$ cat config.mk
export PLATFORM = sky130hd
export DESIGN_NAME = rgb_pwm_segment_planner_flat
export DESIGN_NICKNAME = d
export VERILOG_FILES = /design/src/rtl/core/rpsp_pkg.sv /design/src/rtl/core/rpsp_if.sv /design/src/rtl/core/rpsp_divider.sv /design/src/rtl/core/rgb_pwm_segment_planner.sv /design/src/flat_wrapper.sv
export SDC_FILE = /design/constraint.sdc
export NUM_CORES = 1
export LEC_CHECK = 0
export BUFFER_PORTS_ARGS = -buffer_cell sky130_fd_sc_hd__buf_2
export CORE_ASPECT_RATIO = 2
export CORE_UTILIZATION = 64
export DETAILED_ROUTE_END_ITERATION = 8
export PLACE_DENSITY = 0.84
export RECOVER_POWER = 100
export SETUP_SLACK_MARGIN = 0.5
export SYNTH_ARGS = -nofsm -noshare
export SYNTH_HDL_FRONTEND = slang
export SYNTH_HIERARCHICAL = 1
export SYNTH_SLANG_ARGS = --single-unit
$ cat constraint.sdc
create_clock -name clk -period 5.33 [get_ports clk]
set_input_delay 0.533 -clock clk [delete_from_list [all_inputs] [get_ports clk]]
set_output_delay 0.533 -clock clk [all_outputs]
set_load 0.005 [all_outputs]
$ cat src/rtl/core/rpsp_pkg.sv
package rpsp_pkg;

    // Widths of the values that move through the pipeline.
    typedef logic [7:0]  level_t;
    typedef logic [9:0]  duty_t;
    typedef logic [9:0]  time_t;
    typedef logic [2:0]  mask_t;
    typedef logic [11:0] sum_t;
    typedef logic [16:0] rem_t;

    localparam int QUOT_BITS = 6;
    typedef logic [QUOT_BITS-1:0] quot_t;

    // Channel duties plus the decision to scale them, carried past the divider.
    typedef struct packed {
        duty_t red;
        duty_t green;
        duty_t blue;
        logic  limit;
    } chan_t;

    // One turn-on event: its time and the LEDs it affects.
    typedef struct packed {
        time_t tm;
        mask_t mk;
    } slot_t;

    localparam sum_t  LIMIT_SUM = 12'd1600;
    localparam rem_t  DIV_NUM   = 17'd102400;
    localparam time_t FULL_TIME = 10'd1023;

    localparam mask_t MASK_RED   = 3'b100;
    localparam mask_t MASK_GREEN = 3'b010;
    localparam mask_t MASK_BLUE  = 3'b001;

    // Three-piece linear gamma curve: slope 1, then 3, then 6.
    function automatic duty_t gamma_expand(input level_t c);
        logic [10:0] cx;
        logic [10:0] res;
        cx = {3'b000, c};
        if (c[7]) begin
            res = cx * 11'd6 - 11'd507;
        end
        else if (c[6]) begin
            res = cx * 11'd3 - 11'd126;
        end
        else begin
            res = cx;
        end
        return res[9:0];
    endfunction

    // Blue duty becomes floor(14 * (b + 1) / 16).
    function automatic duty_t blue_scale(input duty_t b);
        logic [13:0] p;
        p = ({4'b0000, b} + 14'd1) * 14'd14;
        return p[13:4];
    endfunction

    // Compare-exchange: the later slot takes the larger time, ties stay put.
    function automatic logic slot_swap(input slot_t a, input slot_t b);
        return a.tm > b.tm;
    endfunction

endpackage

$ cat src/rtl/core/rpsp_if.sv
interface rpsp_color_if;
    import rpsp_pkg::*;
    logic   valid;
    logic   ready;
    level_t red_level;
    level_t green_level;
    level_t blue_level;

    modport source (output valid, output red_level, output green_level,
                    output blue_level, input ready);
    modport sink   (input valid, input red_level, input green_level,
                    input blue_level, output ready);
endinterface

interface rpsp_plan_if;
    import rpsp_pkg::*;
    logic  valid;
    logic  ready;
    time_t first_time;
    mask_t first_mask;
    time_t second_time;
    mask_t second_mask;
    time_t third_time;
    mask_t third_mask;

    modport source (output valid, output first_time, output first_mask,
                    output second_time, output second_mask,
                    output third_time, output third_mask, input ready);
    modport sink   (input valid, input first_time, input first_mask,
                    input second_time, input second_mask,
                    input third_time, input third_mask, output ready);
endinterface

interface rpsp_cfg_if;
    logic valid;
    logic ready;
    logic current_limit_enable;

    modport source (output valid, output current_limit_enable, input ready);
    modport sink   (input valid, input current_limit_enable, output ready);
endinterface

$ cat src/rtl/core/rpsp_divider.sv
// Restoring divider of DIV_NUM by the channel sum, one quotient bit per stage.
module rpsp_divider
    import rpsp_pkg::*;
(
    input  logic                 clk,
    input  logic [QUOT_BITS-1:0] adv,
    input  sum_t                 div_in,
    input  chan_t                side_in,
    output quot_t                quot_out,
    output chan_t                side_out
);

    rem_t  rem_reg  [QUOT_BITS];
    quot_t quot_reg [QUOT_BITS];
    sum_t  div_reg  [QUOT_BITS];
    chan_t side_reg [QUOT_BITS];

    for (genvar k = 0; k < QUOT_BITS; k++) begin : g_stage
        localparam int BIT = QUOT_BITS - 1 - k;

        rem_t  rem_prev;
        quot_t quot_prev;
        sum_t  div_prev;
        chan_t side_prev;
        rem_t  trial;
        rem_t  rem_next;
        quot_t quot_next;

        if (k == 0) begin : g_head
            assign rem_prev  = DIV_NUM;
            assign quot_prev = '0;
            assign div_prev  = div_in;
            assign side_prev = side_in;
        end
        else begin : g_body
            assign rem_prev  = rem_reg[k-1];
            assign quot_prev = quot_reg[k-1];
            assign div_prev  = div_reg[k-1];
            assign side_prev = side_reg[k-1];
        end

        always_comb
        begin
            trial     = rem_t'({5'b00000, div_prev}) << BIT;
            rem_next  = rem_prev;
            quot_next = quot_prev;
            if (rem_prev >= trial) begin
                rem_next       = rem_prev - trial;
                quot_next[BIT] = 1'b1;
            end
        end

        always_ff @(posedge clk)
        begin
            if (adv[k]) begin
                rem_reg[k]  <= rem_next;
                quot_reg[k] <= quot_next;
                div_reg[k]  <= div_prev;
                side_reg[k] <= side_prev;
            end
        end
    end

    assign quot_out = quot_reg[QUOT_BITS-1];
    assign side_out = side_reg[QUOT_BITS-1];

endmodule

$ cat src/rtl/core/rgb_pwm_segment_planner.sv
// Channel  Role  Handshake     Word
// color    in    valid/ready   red_level, green_level, blue_level (8 bits each)
// cfg      in    valid/ready   current_limit_enable (1 bit, always ready)
// plan     out   valid/ready   three (time, cumulative mask) segment pairs
//
// Thirteen register stages. One color enters per cycle while the output does not
// stall; the six-stage divider, one quotient bit per stage, sets the depth.
// Reset clears all stage valid bits and sets limiting on. A stage takes a new
// word whenever it is empty or its successor moves, so a stall at the output
// backs up only the stages that hold words and nothing is lost.
module rgb_pwm_segment_planner
    import rpsp_pkg::*;
(
    input  logic        clk,
    input  logic        rst_n,
    rpsp_color_if.sink  color,
    rpsp_cfg_if.sink    cfg,
    rpsp_plan_if.source plan
);

    // Stage map: 0 gamma, 1 blue scale, 2 sum and limit decision,
    // 3..8 divider, 9 channel scaling, 10..12 sort network and masks.
    localparam int NUM_STAGES = 13;
    localparam int DIV_FIRST  = 3;
    localparam int SCALE_STG  = DIV_FIRST + QUOT_BITS;

    // Limit enable register; user writes it only while pipeline empty, unchecked.
    logic limit_en_reg;

    always_ff @(posedge clk or negedge rst_n)
    begin
        if (!rst_n) begin
            limit_en_reg <= 1'b1;
        end
        else if (cfg.valid) begin
            limit_en_reg <= cfg.current_limit_enable;
        end
    end

    assign cfg.ready = 1'b1;

    // Valid bits and stage advance. A stage loads when it is empty or when the
    // stage after it is loading too; the last stage looks at the output ready.
    logic [NUM_STAGES-1:0] valid_reg;
    logic [NUM_STAGES-1:0] valid_next;
    logic [NUM_STAGES-1:0] adv;
    logic [NUM_STAGES-1:0] valid_prev;

    assign adv[NUM_STAGES-1] = !valid_reg[NUM_STAGES-1] || plan.ready;
    for (genvar k = 0; k < NUM_STAGES - 1; k++) begin : g_adv
        assign adv[k] = !valid_reg[k] || adv[k+1];
    end

    assign valid_prev = {valid_reg[NUM_STAGES-2:0], color.valid};

    always_comb
    begin
        for (int k = 0; k < NUM_STAGES; k++) begin
            valid_next[k] = adv[k] ? valid_prev[k] : valid_reg[k];
        end
    end

    always_ff @(posedge clk or negedge rst_n)
    begin
        if (!rst_n) begin
            valid_reg <= '0;
        end
        else begin
            valid_reg <= valid_next;
        end
    end

    assign color.ready = adv[0];

    // Stage 0: gamma expansion of all three channels.
    duty_t red_g_reg;
    duty_t green_g_reg;
    duty_t blue_g_reg;

    always_ff @(posedge clk)
    begin
        if (adv[0]) begin
            red_g_reg   <= gamma_expand(color.red_level);
            green_g_reg <= gamma_expand(color.green_level);
            blue_g_reg  <= gamma_expand(color.blue_level);
        end
    end

    // Stage 1: blue is trimmed to 14/16 of its value plus one step.
    duty_t red_b_reg;
    duty_t green_b_reg;
    duty_t blue_b_reg;

    always_ff @(posedge clk)
    begin
        if (adv[1]) begin
            red_b_reg   <= red_g_reg;
            green_b_reg <= green_g_reg;
            blue_b_reg  <= blue_scale(blue_g_reg);
        end
    end

    // Stage 2: the summed duty decides whether the color gets scaled down.
    sum_t  sum_next;
    sum_t  sum_reg;
    chan_t chan_reg;

    assign sum_next = {2'b00, red_b_reg} + {2'b00, green_b_reg} + {2'b00, blue_b_reg};

    always_ff @(posedge clk)
    begin
        if (adv[2]) begin
            sum_reg        <= sum_next;
            chan_reg.red   <= red_b_reg;
            chan_reg.green <= green_b_reg;
            chan_reg.blue  <= blue_b_reg;
            chan_reg.limit <= limit_en_reg && (sum_next > LIMIT_SUM);
        end
    end

    // Stages 3 to 8: the scale factor floor(102400 / sum). When the color is not
    // limited the quotient is meaningless and is ignored below.
    quot_t factor;
    chan_t chan_div;

    rpsp_divider u_divider (
        .clk      (clk),
        .adv      (adv[DIV_FIRST +: QUOT_BITS]),
        .div_in   (sum_reg),
        .side_in  (chan_reg),
        .quot_out (factor),
        .side_out (chan_div)
    );

    // Stage 9: each channel is multiplied by factor / 64 with truncation.
    logic [15:0] red_prod;
    logic [15:0] green_prod;
    logic [15:0] blue_prod;
    duty_t       red_s_reg;
    duty_t       green_s_reg;
    duty_t       blue_s_reg;

    assign red_prod   = {6'b000000, chan_div.red}   * {10'b0000000000, factor};
    assign green_prod = {6'b000000, chan_div.green} * {10'b0000000000, factor};
    assign blue_prod  = {6'b000000, chan_div.blue}  * {10'b0000000000, factor};

    always_ff @(posedge clk)
    begin
        if (adv[SCALE_STG]) begin
            red_s_reg   <= chan_div.limit ? red_prod[15:6]   : chan_div.red;
            green_s_reg <= chan_div.limit ? green_prod[15:6] : chan_div.green;
            blue_s_reg  <= chan_div.limit ? blue_prod[15:6]  : chan_div.blue;
        end
    end

    // Stage 10: turn-on times and single-LED masks, then the red/green exchange.
    // A channel with zero duty turns on at the end of the cycle and lights nothing.
    slot_t red_slot;
    slot_t green_slot;
    slot_t blue_slot;
    slot_t sa_reg [3];

    assign red_slot.tm   = FULL_TIME - red_s_reg;
    assign red_slot.mk   = (red_s_reg != '0) ? MASK_RED : '0;
    assign green_slot.tm = FULL_TIME - green_s_reg;
    assign green_slot.mk = (green_s_reg != '0) ? MASK_GREEN : '0;
    assign blue_slot.tm  = FULL_TIME - blue_s_reg;
    assign blue_slot.mk  = (blue_s_reg != '0) ? MASK_BLUE : '0;

    always_ff @(posedge clk)
    begin
        if (adv[SCALE_STG+1]) begin
            if (slot_swap(red_slot, green_slot)) begin
                sa_reg[0] <= green_slot;
                sa_reg[1] <= red_slot;
            end
            else begin
                sa_reg[0] <= red_slot;
                sa_reg[1] <= green_slot;
            end
            sa_reg[2] <= blue_slot;
        end
    end

    // Stage 11: exchange of the first and last slots.
    slot_t sb_reg [3];

    always_ff @(posedge clk)
    begin
        if (adv[SCALE_STG+2]) begin
            if (slot_swap(sa_reg[0], sa_reg[2])) begin
                sb_reg[0] <= sa_reg[2];
                sb_reg[2] <= sa_reg[0];
            end
            else begin
                sb_reg[0] <= sa_reg[0];
                sb_reg[2] <= sa_reg[2];
            end
            sb_reg[1] <= sa_reg[1];
        end
    end

    // Stage 12: exchange of the middle and last slots, then the masks become
    // cumulative so each segment lists every LED that is on from its time.
    slot_t mid_slot;
    slot_t last_slot;
    slot_t so_reg [3];

    always_comb
    begin
        if (slot_swap(sb_reg[1], sb_reg[2])) begin
            mid_slot  = sb_reg[2];
            last_slot = sb_reg[1];
        end
        else begin
            mid_slot  = sb_reg[1];
            last_slot = sb_reg[2];
        end
    end

    always_ff @(posedge clk)
    begin
        if (adv[SCALE_STG+3]) begin
            so_reg[0].tm <= sb_reg[0].tm;
            so_reg[0].mk <= sb_reg[0].mk;
            so_reg[1].tm <= mid_slot.tm;
            so_reg[1].mk <= sb_reg[0].mk | mid_slot.mk;
            so_reg[2].tm <= last_slot.tm;
            so_reg[2].mk <= sb_reg[0].mk | mid_slot.mk | last_slot.mk;
        end
    end

    assign plan.valid       = valid_reg[NUM_STAGES-1];
    assign plan.first_time  = so_reg[0].tm;
    assign plan.first_mask  = so_reg[0].mk;
    assign plan.second_time = so_reg[1].tm;
    assign plan.second_mask = so_reg[1].mk;
    assign plan.third_time  = so_reg[2].tm;
    assign plan.third_mask  = so_reg[2].mk;

endmodule
$ cat src/flat_wrapper.sv
// flat-port wrapper written by rule: the top's interface ports become plain ports
module rgb_pwm_segment_planner_flat import rpsp_pkg::*;
  (clk, rst_n, color_valid, color_red_level, color_green_level, color_blue_level, color_ready, cfg_valid, cfg_current_limit_enable, cfg_ready, plan_valid, plan_first_time, plan_first_mask, plan_second_time, plan_second_mask, plan_third_time, plan_third_mask, plan_ready);
  rpsp_color_if color_i ();
  rpsp_cfg_if cfg_i ();
  rpsp_plan_if plan_i ();
  input  logic clk;
  input  logic rst_n;
  input wire logic [$bits(color_i.valid)-1:0] color_valid;
  input wire logic [$bits(color_i.red_level)-1:0] color_red_level;
  input wire logic [$bits(color_i.green_level)-1:0] color_green_level;
  input wire logic [$bits(color_i.blue_level)-1:0] color_blue_level;
  output wire logic [$bits(color_i.ready)-1:0] color_ready;
  input wire logic [$bits(cfg_i.valid)-1:0] cfg_valid;
  input wire logic [$bits(cfg_i.current_limit_enable)-1:0] cfg_current_limit_enable;
  output wire logic [$bits(cfg_i.ready)-1:0] cfg_ready;
  output wire logic [$bits(plan_i.valid)-1:0] plan_valid;
  output wire logic [$bits(plan_i.first_time)-1:0] plan_first_time;
  output wire logic [$bits(plan_i.first_mask)-1:0] plan_first_mask;
  output wire logic [$bits(plan_i.second_time)-1:0] plan_second_time;
  output wire logic [$bits(plan_i.second_mask)-1:0] plan_second_mask;
  output wire logic [$bits(plan_i.third_time)-1:0] plan_third_time;
  output wire logic [$bits(plan_i.third_mask)-1:0] plan_third_mask;
  input wire logic [$bits(plan_i.ready)-1:0] plan_ready;
  assign color_i.valid = color_valid;
  assign color_i.red_level = color_red_level;
  assign color_i.green_level = color_green_level;
  assign color_i.blue_level = color_blue_level;
  assign color_ready = color_i.ready;
  assign cfg_i.valid = cfg_valid;
  assign cfg_i.current_limit_enable = cfg_current_limit_enable;
  assign cfg_ready = cfg_i.ready;
  assign plan_valid = plan_i.valid;
  assign plan_first_time = plan_i.first_time;
  assign plan_first_mask = plan_i.first_mask;
  assign plan_second_time = plan_i.second_time;
  assign plan_second_mask = plan_i.second_mask;
  assign plan_third_time = plan_i.third_time;
  assign plan_third_mask = plan_i.third_mask;
  assign plan_i.ready = plan_ready;
  rgb_pwm_segment_planner u_core (.clk(clk), .rst_n(rst_n), .color(color_i), .cfg(cfg_i), .plan(plan_i));
endmodule
==> results of run 1 <==
cell type report:
class | count | area (sq um)
Clock buffer | 66 | 1320
Multi-Input combinational cell | 1544 | 13300
Antenna cell | 1 | 2.50
Timing Repair Buffer | 113 | 606
Fill cell | 3278 | 14700
Tap cell | 649 | 812
Inverter | 312 | 1170
Sequential cell | 596 | 17800
Clock inverter | 25 | 244
repair_timing:
action                                  in CTS  in global routing
pin swaps                                    0                  5
resized for setup                            0                 10
setup buffers                               14                  5
hold buffers                                 1                  0
endpoints found under the setup margin       9                  3
hold endpoints to repair                    13                  0
critical path, cell delays in order, from the launching register on:
cell	delay, ps
edfxtp_1	440
clkbuf_1	220
buf_4	210
and2_1	160
fa_1	490
inv_1	50
fa_1	460
fa_1	540
inv_1	50
ha_1	310
a21oi_1	130
o21ai_0	200
a221oi_2	460
o21ai_2	160
o21a_1	200
or3_1	310
a31o_2	240
cell usage after synthesis (4+ instances only):
cell      number
nor4_1        10
mux2_2        69
edfxtp_1     582
nor2b_1       25
o21ai_1        6
nand2b_1      29
ha_1         222
o31ai_1        8
a211o_1        4
a31oi_1       15
xor2_1        65
or2_2         10
inv_1        311
a31o_2         5
dfrtp_1       13
a41oi_1        4
a21o_1        55
nand4_1       27
a21oi_1      102
xnor2_1       81
and3_1         8
clkbuf_1      35
a211oi_1      19
o21bai_1       4
o21ai_0       85
o211ai_1       6
nand2_1      126
fa_1         144
nor3_1        21
nand3_1       28
nor2_1       106
or4_1          5
o21a_1        17
or3_1         11
and2_1       135
mux2i_1       30
and2_2         7
worst min path at each step:
stage                                                  to  slack [ps]  depth (start not counted)
after detailed placement             u_core/sb_reg[0][19]         400                          0
after global routing                  u_core/limit_en_reg         190                          2
after CTS                             u_core/limit_en_reg         150                          2
final                                 u_core/valid_reg[0]         180                          2
after floorplan                       u_core/valid_reg[0]         240                          0
after global placement    u_core/u_divider/side_reg[0][0]         400                          0
stage by stage:
step	hold WS, ps	std cells	setup WS [ps]
2_1_floorplan	237	2496	842
3_3_place_gp	401	3194	409
3_5_place_dp	405	3194	318
4_1_cts	151	3300	577
5_1_grt	188	3306	238
6_report	183	3306	446
per-layer routing:
layer  up-vias  part of all wire (%)  global-route usage, %
met5         -                     0                      0
met1      9627                    31                   23.7
met4         0                   7.6                   18.2
met3       256                   3.5                   2.97
li1       9019                     -                      -
met2       633                    58                   54.0
cell families after synthesis:
kind of cell	Yosys count
buffers and inverters	356
AOI/OAI and AO/OA	367
other	1
and+or+nand+nor	564
xor gates and xnor gates	146
muxes	100
DFF	596
adders and majority gates	366
==> impl_summary.log, run 1 <==
[metrics] via count: 19500
[metrics] most area-consuming cells after synthesis: edfxtp_1 (54%), fa_1 (8.9%), ha_1 (8.5%)
[metrics] most common cell after layout, fill and taps aside: edfxtp_1
[metrics] clock tree from TritonCTS: done
[metrics] Final HPWL DP: 48400 microns
[metrics] top flip-flop cell by instance count after synthesis: edfxtp_1
[metrics] number of enable flip-flop cells after synthesis: 582
[metrics] crit path capture: u_core/green_s_reg[7]
[metrics] first-pass GRT wire length: 106000 microns
[metrics] total core area: 50100 sq um
[metrics] Initial DRT Pass Iterations: 6
[metrics] synthesized-area fraction occupied by xor and xnor cells: 3.93%
[metrics] Setup Crit Path Kind: flop to flop
[metrics] worst min-delay path startpoint: color_valid
[metrics] vertical die dimension: 321 microns
[metrics] total of flip-flops plus latches after synthesis: 596
[metrics] most frequent cells in the layout: edfxtp_1 (582), inv_1 (312), ha_1 (221)
[metrics] Critical Path Sink Type: flop
[metrics] Reg2Reg Launch Point: u_core/u_divider/quot_reg[5][0]
[metrics] routed wirelength normalized by instance count: 20.1 microns
[metrics] RD Place Congestion: 1.00
[metrics] clock-pin transition on the worst setup and hold timing paths: 70 ps
[metrics] data arrival time of the critical path: 5240 ps
[metrics] Post-synth ARST share: 2.35%
[metrics] Chip Width: 161 microns
[metrics] Sinks on Clock Net: 596
[metrics] violated checks: max-capacitance violations, max-slew violations
[metrics] Setup Skew: 21.8 ps
[metrics] outcome: finished with violations
[metrics] # port buffers: 70
[metrics] post-synthesis compound-gate area fraction: 7.32%
[metrics] cells after synthesis: 2496
[metrics] antenna violations before repair: 1
[metrics] number of flip-flops in the largest register: 186
[metrics] Pins Over Slew Limit: 616
[metrics] Worst Tran Pin Value: 3070 ps
[metrics] Crit. Startpoint: u_core/u_divider/quot_reg[5][0]
[metrics] overflow left after global routing: 0
[metrics] Rel. slew slack: -105%
[metrics] DR iter-0 viols: 1230
[metrics] clock latency on the worst-skew pair: 600 ps
[metrics] I/O pin cnt: 72
[metrics] Post-Syn Area: 32600 sq um
[metrics] setup slack, reg-to-reg: 450 ps
[metrics] Overall Global Routing Usage: 26.7%
[metrics] Mapped Avg Cell Area: 13.0 sq um
[metrics] number of design rule violations left after detail routing: 0
[metrics] routed wire length: 66300 microns
[metrics] adder and majority cell fraction of the synthesized area: 17.4%
[metrics] Num CTS Buffers: 49
[metrics] Hold Vio Cnt, Final: 0
[metrics] class of the most critical hold timing path: primary input to flop
[metrics] Setup violations, final: 0
[metrics] Crit path required time: 5680 ps
[metrics] total negative slack: 0 ps
[metrics] Period Utilization, post-route: 91.6%
[metrics] area share of the largest cell type after synthesis: 53.7%
[metrics] Die Outline Area: 51800 sq um
[metrics] cell accounting for the most synthesized area: edfxtp_1
[metrics] Worst Reg2Reg Path Length in Cells: 16
[metrics] starting density of the core: 65.0%
[metrics] H-tree depth reported by CTS: 2
[metrics] maximum fanout encountered on the critical timing path: 10
[metrics] multiplexer share of the synthesized area: 3.36%
[metrics] vias in the first global route: 21000
[metrics] Placed Instance Area: 33700 sq um
[metrics] Reg-to-Reg End: u_core/green_s_reg[7]
[metrics] Net count, final: 3012
[metrics] largest buffer count on any clock path: 3
[metrics] number of nets with antenna violations after routing: 0
[metrics] synthesized netlist net count: 2892
[metrics] maximum number of pins on one net before global-route repair: 59
[metrics] unrepaired setup endpoints after global routing: yes
[metrics] share of synthesized cell area in and, or, nand and nor gates: 9.05%
[metrics] count of different cell masters after synthesis: 78
[metrics] Placement Rows: 116
[metrics] minimum clock period: 4880 ps
[metrics] max-cap check violation count: 16
[metrics] fmax: 205 MHz
[metrics] number of vias per cell: 5.91
[metrics] area growth from synthesis to layout: 8.52%
[metrics] startpoint type of the worst setup path: flop
[metrics] fraction of final layout cells sized beyond drive strength 1: 9.04%
[metrics] clock root buffer: clkbuf_16
[metrics] Core Util, Final: 70.5%
[metrics] Synth Warn #: 6
[metrics] part of the Yosys area used for sequential elements: 54.8%
[metrics] area of all placed cells without fillers: 35300 sq um
[metrics] combinational family with the most area after synthesis: adder cells
Power of run 1 is not shown: default switching activity piles up to over one toggle a cycle in this logic, so the estimate is an artifact.
==> inputs of run 2 (changes only) <==
- GPL_ROUTABILITY_DRIVEN: unset -> 0
- SETUP_SLACK_MARGIN: 0.5 -> 0.3
==> run 2 against run 1 <==
The run still ends with max-capacitance violations, max-slew violations left. Largest cell class unchanged. Non-clock buffer count down 9. Die area stayed put. Sequential share of layout area is 0.066 points higher. First-iteration DRC count down 5.9%. Fmax is 0.92% lower. Worst setup slack worse by 46 ps. Via count up 0.23%. Sequential cell count stayed put. Worst hold slack worse by 11 ps. Register-to-register slack lost 50 ps. Cell area fell by 0.13%.
==> impl_summary.log, run 2 (synthesis gave the netlist of run 1 again) <==
[metrics] most common cell after layout, fill and taps aside: edfxtp_1 (unchanged)
[metrics] Die Outline Area: 51800 sq um (unchanged)
[metrics] minimum clock period: 4930 ps (was 4880 ps)
[metrics] Setup Crit Path Kind: flop to flop (unchanged)
[metrics] I/O pin cnt: 72 (unchanged)
[metrics] Final HPWL DP: 47900 microns (was 48400 microns)
[metrics] Inserted Diodes: 0 (was 1)
[metrics] outcome: finished with violations (unchanged)
[metrics] largest buffer count on any clock path: 3 (unchanged)
[metrics] maximum fanout encountered on the critical timing path: 16 (was 10)
[metrics] Reg2Reg Launch Point: u_core/u_divider/quot_reg[5][2] (was u_core/u_divider/quot_reg[5][0])
[metrics] via count: 19600 (was 19500)
[metrics] number of vias per cell: 5.94 (was 5.91)
[metrics] number of nets with antenna violations after routing: 0 (unchanged)
[metrics] fraction of final layout cells sized beyond drive strength 1: 8.65% (was 9.04%)
[metrics] hold slack: 171 ps (was 183 ps)
[metrics] Period Utilization, post-route: 92.5% (was 91.6%)
[metrics] Placement Rows: 116 (unchanged)
[metrics] Rel. slew slack: -131% (was -105%)
[metrics] starting density of the core: 65.0% (unchanged)
[metrics] clock-pin transition on the worst setup and hold timing paths: 70 ps (about the same)
[metrics] startpoint type of the worst setup path: flop (unchanged)
[metrics] total core area: 50100 sq um (unchanged)
[metrics] clock root buffer: clkbuf_16 (unchanged)
[metrics] first-pass GRT wire length: 104000 microns (was 106000 microns)
[metrics] H-tree depth reported by CTS: 2 (unchanged)
[metrics] Chip Width: 161 microns (unchanged)
[metrics] number of cells traversed by the worst hold path: 2 (unchanged)
[metrics] class of the most critical hold timing path: primary input to flop (unchanged)
[metrics] routed wirelength normalized by instance count: 20.0 microns (was 20.1 microns)
[metrics] DR iter-0 viols: 1157 (was 1230)
[metrics] most frequent cells in the layout: edfxtp_1 (582), inv_1 (311), ha_1 (222) (was edfxtp_1 (582), inv_1 (312), ha_1 (221))
[metrics] Worst Hold Endpoint: u_core/valid_reg[0] (unchanged)
[metrics] vias in the first global route: 21000 (about the same)
[metrics] setup slack, reg-to-reg: 400 ps (was 450 ps)
[metrics] unrepaired setup endpoints after global routing: no (was yes)
[metrics] Crit path required time: 5660 ps (was 5680 ps)
[metrics] overflow left after global routing: 0 (unchanged)
[metrics] data arrival time of the critical path: 5260 ps (was 5240 ps)
[metrics] worst min-delay path startpoint: color_valid (unchanged)
[metrics] number of design rule violations left after detail routing: 0 (unchanged)
[metrics] clock latency on the worst-skew pair: 600 ps (about the same)
[metrics] number of cells upsized or downsized after cts: 0 (unchanged)
[metrics] Critical Path Sink Type: flop (unchanged)
[metrics] routed wire length: 65800 microns (was 66300 microns)
[metrics] total negative slack: 0 ps (unchanged)
[metrics] Initial DRT Pass Iterations: 7 (was 6)
[metrics] Core Util, Final: 70.5% (about the same)
[metrics] Reg-to-Reg End: u_core/red_s_reg[6] (was u_core/green_s_reg[7])
[metrics] area of all placed cells without fillers: 35300 sq um (about the same)
[metrics] fmax: 203 MHz (was 205 MHz)
[metrics] Net count, final: 3003 (was 3012)
[metrics] Num CTS Buffers: 49 (unchanged)
[metrics] Overall Global Routing Usage: 25.9% (was 26.7%)
[metrics] Worst Tran Pin Value: 3460 ps (was 3070 ps)
[metrics] Sinks on Clock Net: 596 (unchanged)
[metrics] Hold Vio Cnt, Final: 0 (unchanged)
[metrics] Setup violations, final: 0 (unchanged)
[metrics] maximum number of pins on one net before global-route repair: 65 (was 59)
[metrics] antenna violations before repair: 0 (was 1)
[metrics] max-cap check violation count: 15 (was 16)
[metrics] vertical die dimension: 321 microns (unchanged)
[metrics] Placed Instance Area: 33700 sq um (about the same)
[metrics] violated checks: max-capacitance violations, max-slew violations (unchanged)
[metrics] Worst Reg2Reg Path Length in Cells: 14 (was 16)
[metrics] area growth from synthesis to layout: 8.38% (was 8.52%)
[metrics] Setup Skew: 21.0 ps (was 21.8 ps)
[metrics] number of flip-flops in the largest register: 186 (unchanged)
[metrics] Pins Over Slew Limit: 672 (was 616)
[metrics] # port buffers: 70 (unchanged)
[metrics] clock tree from TritonCTS: done (unchanged)
-- run 2: cell types whose count changed in the layout (fill, tap and decap cells not counted), sizes merged --
cell and delta:
diode -1, clkinv +6, buf -12, clkinvlp +3, inv -1, bufinv +2, clkbuf -8
-- run 2: what timing repair did --
item,CTS,global route
setup endpoints to repair,0,10
hold buffers,1,0
endpoints found under the hold margin,13,0
buffers inserted,0,9
-- run 2: worst max-delay path, cell delays in order, from the launching register on --
cell      delay, ps
edfxtp_1        690
and2_0          290
fa_1            540
inv_1            50
fa_1            470
fa_1            540
inv_1            40
ha_1            300
a21oi_1         130
o21ai_0         180
a221o_1         410
a21o_1          240
a311o_1         370
xor2_1          140
mux2_2          270
-- run 2: how the worst max path moves through the flow --
stage | startpoint | endpoint | depth (start not counted)
6_report | u_core/u_divider/quot_reg[5][2] | u_core/red_s_reg[6] | 14
5_1_grt | u_core/u_divider/quot_reg[5][2] | u_core/blue_s_reg[6] | 14
4_1_cts | u_core/u_divider/quot_reg[5][2] | u_core/blue_s_reg[6] | 13
3_5_place_dp | u_core/u_divider/quot_reg[5][2] | u_core/red_s_reg[6] | 13
3_3_place_gp | u_core/u_divider/quot_reg[5][2] | u_core/red_s_reg[6] | 14
2_1_floorplan | u_core/u_divider/quot_reg[5][5] | u_core/blue_s_reg[6] | 14
-- run 2: through the flow --
step                      worst slack [ps]  std cells
after CTS                              330       3286
after global routing                   196       3295
after global placement                 496       3195
after detailed placement               345       3195
final                                  401       3295
after floorplan                        842       2496
-- run 2: cell type report --
type	count	area, sq um
clock buffer	55	1250
inverter	312	1170
sequential	596	17800
clock inverter	35	364
fill	3198	14800
multi-input combinational	1544	13300
tap	649	812
timing repair buffer	104	529
-- run 2: per-layer routing --
| layer | GRT usage [%] | vias to the layer above | share of wire (%) |
|---|---|---|---|
| met2 | 54.0 | 656 | 59 |
| met4 | 15.7 | 0 | 6.6 |
| met5 | 0 | - | 0 |
| met1 | 22.6 | 9712 | 31 |
| met3 | 2.45 | 232 | 3.5 |
| li1 | - | 8979 | - |
Power of run 2 is left out for the same reason.
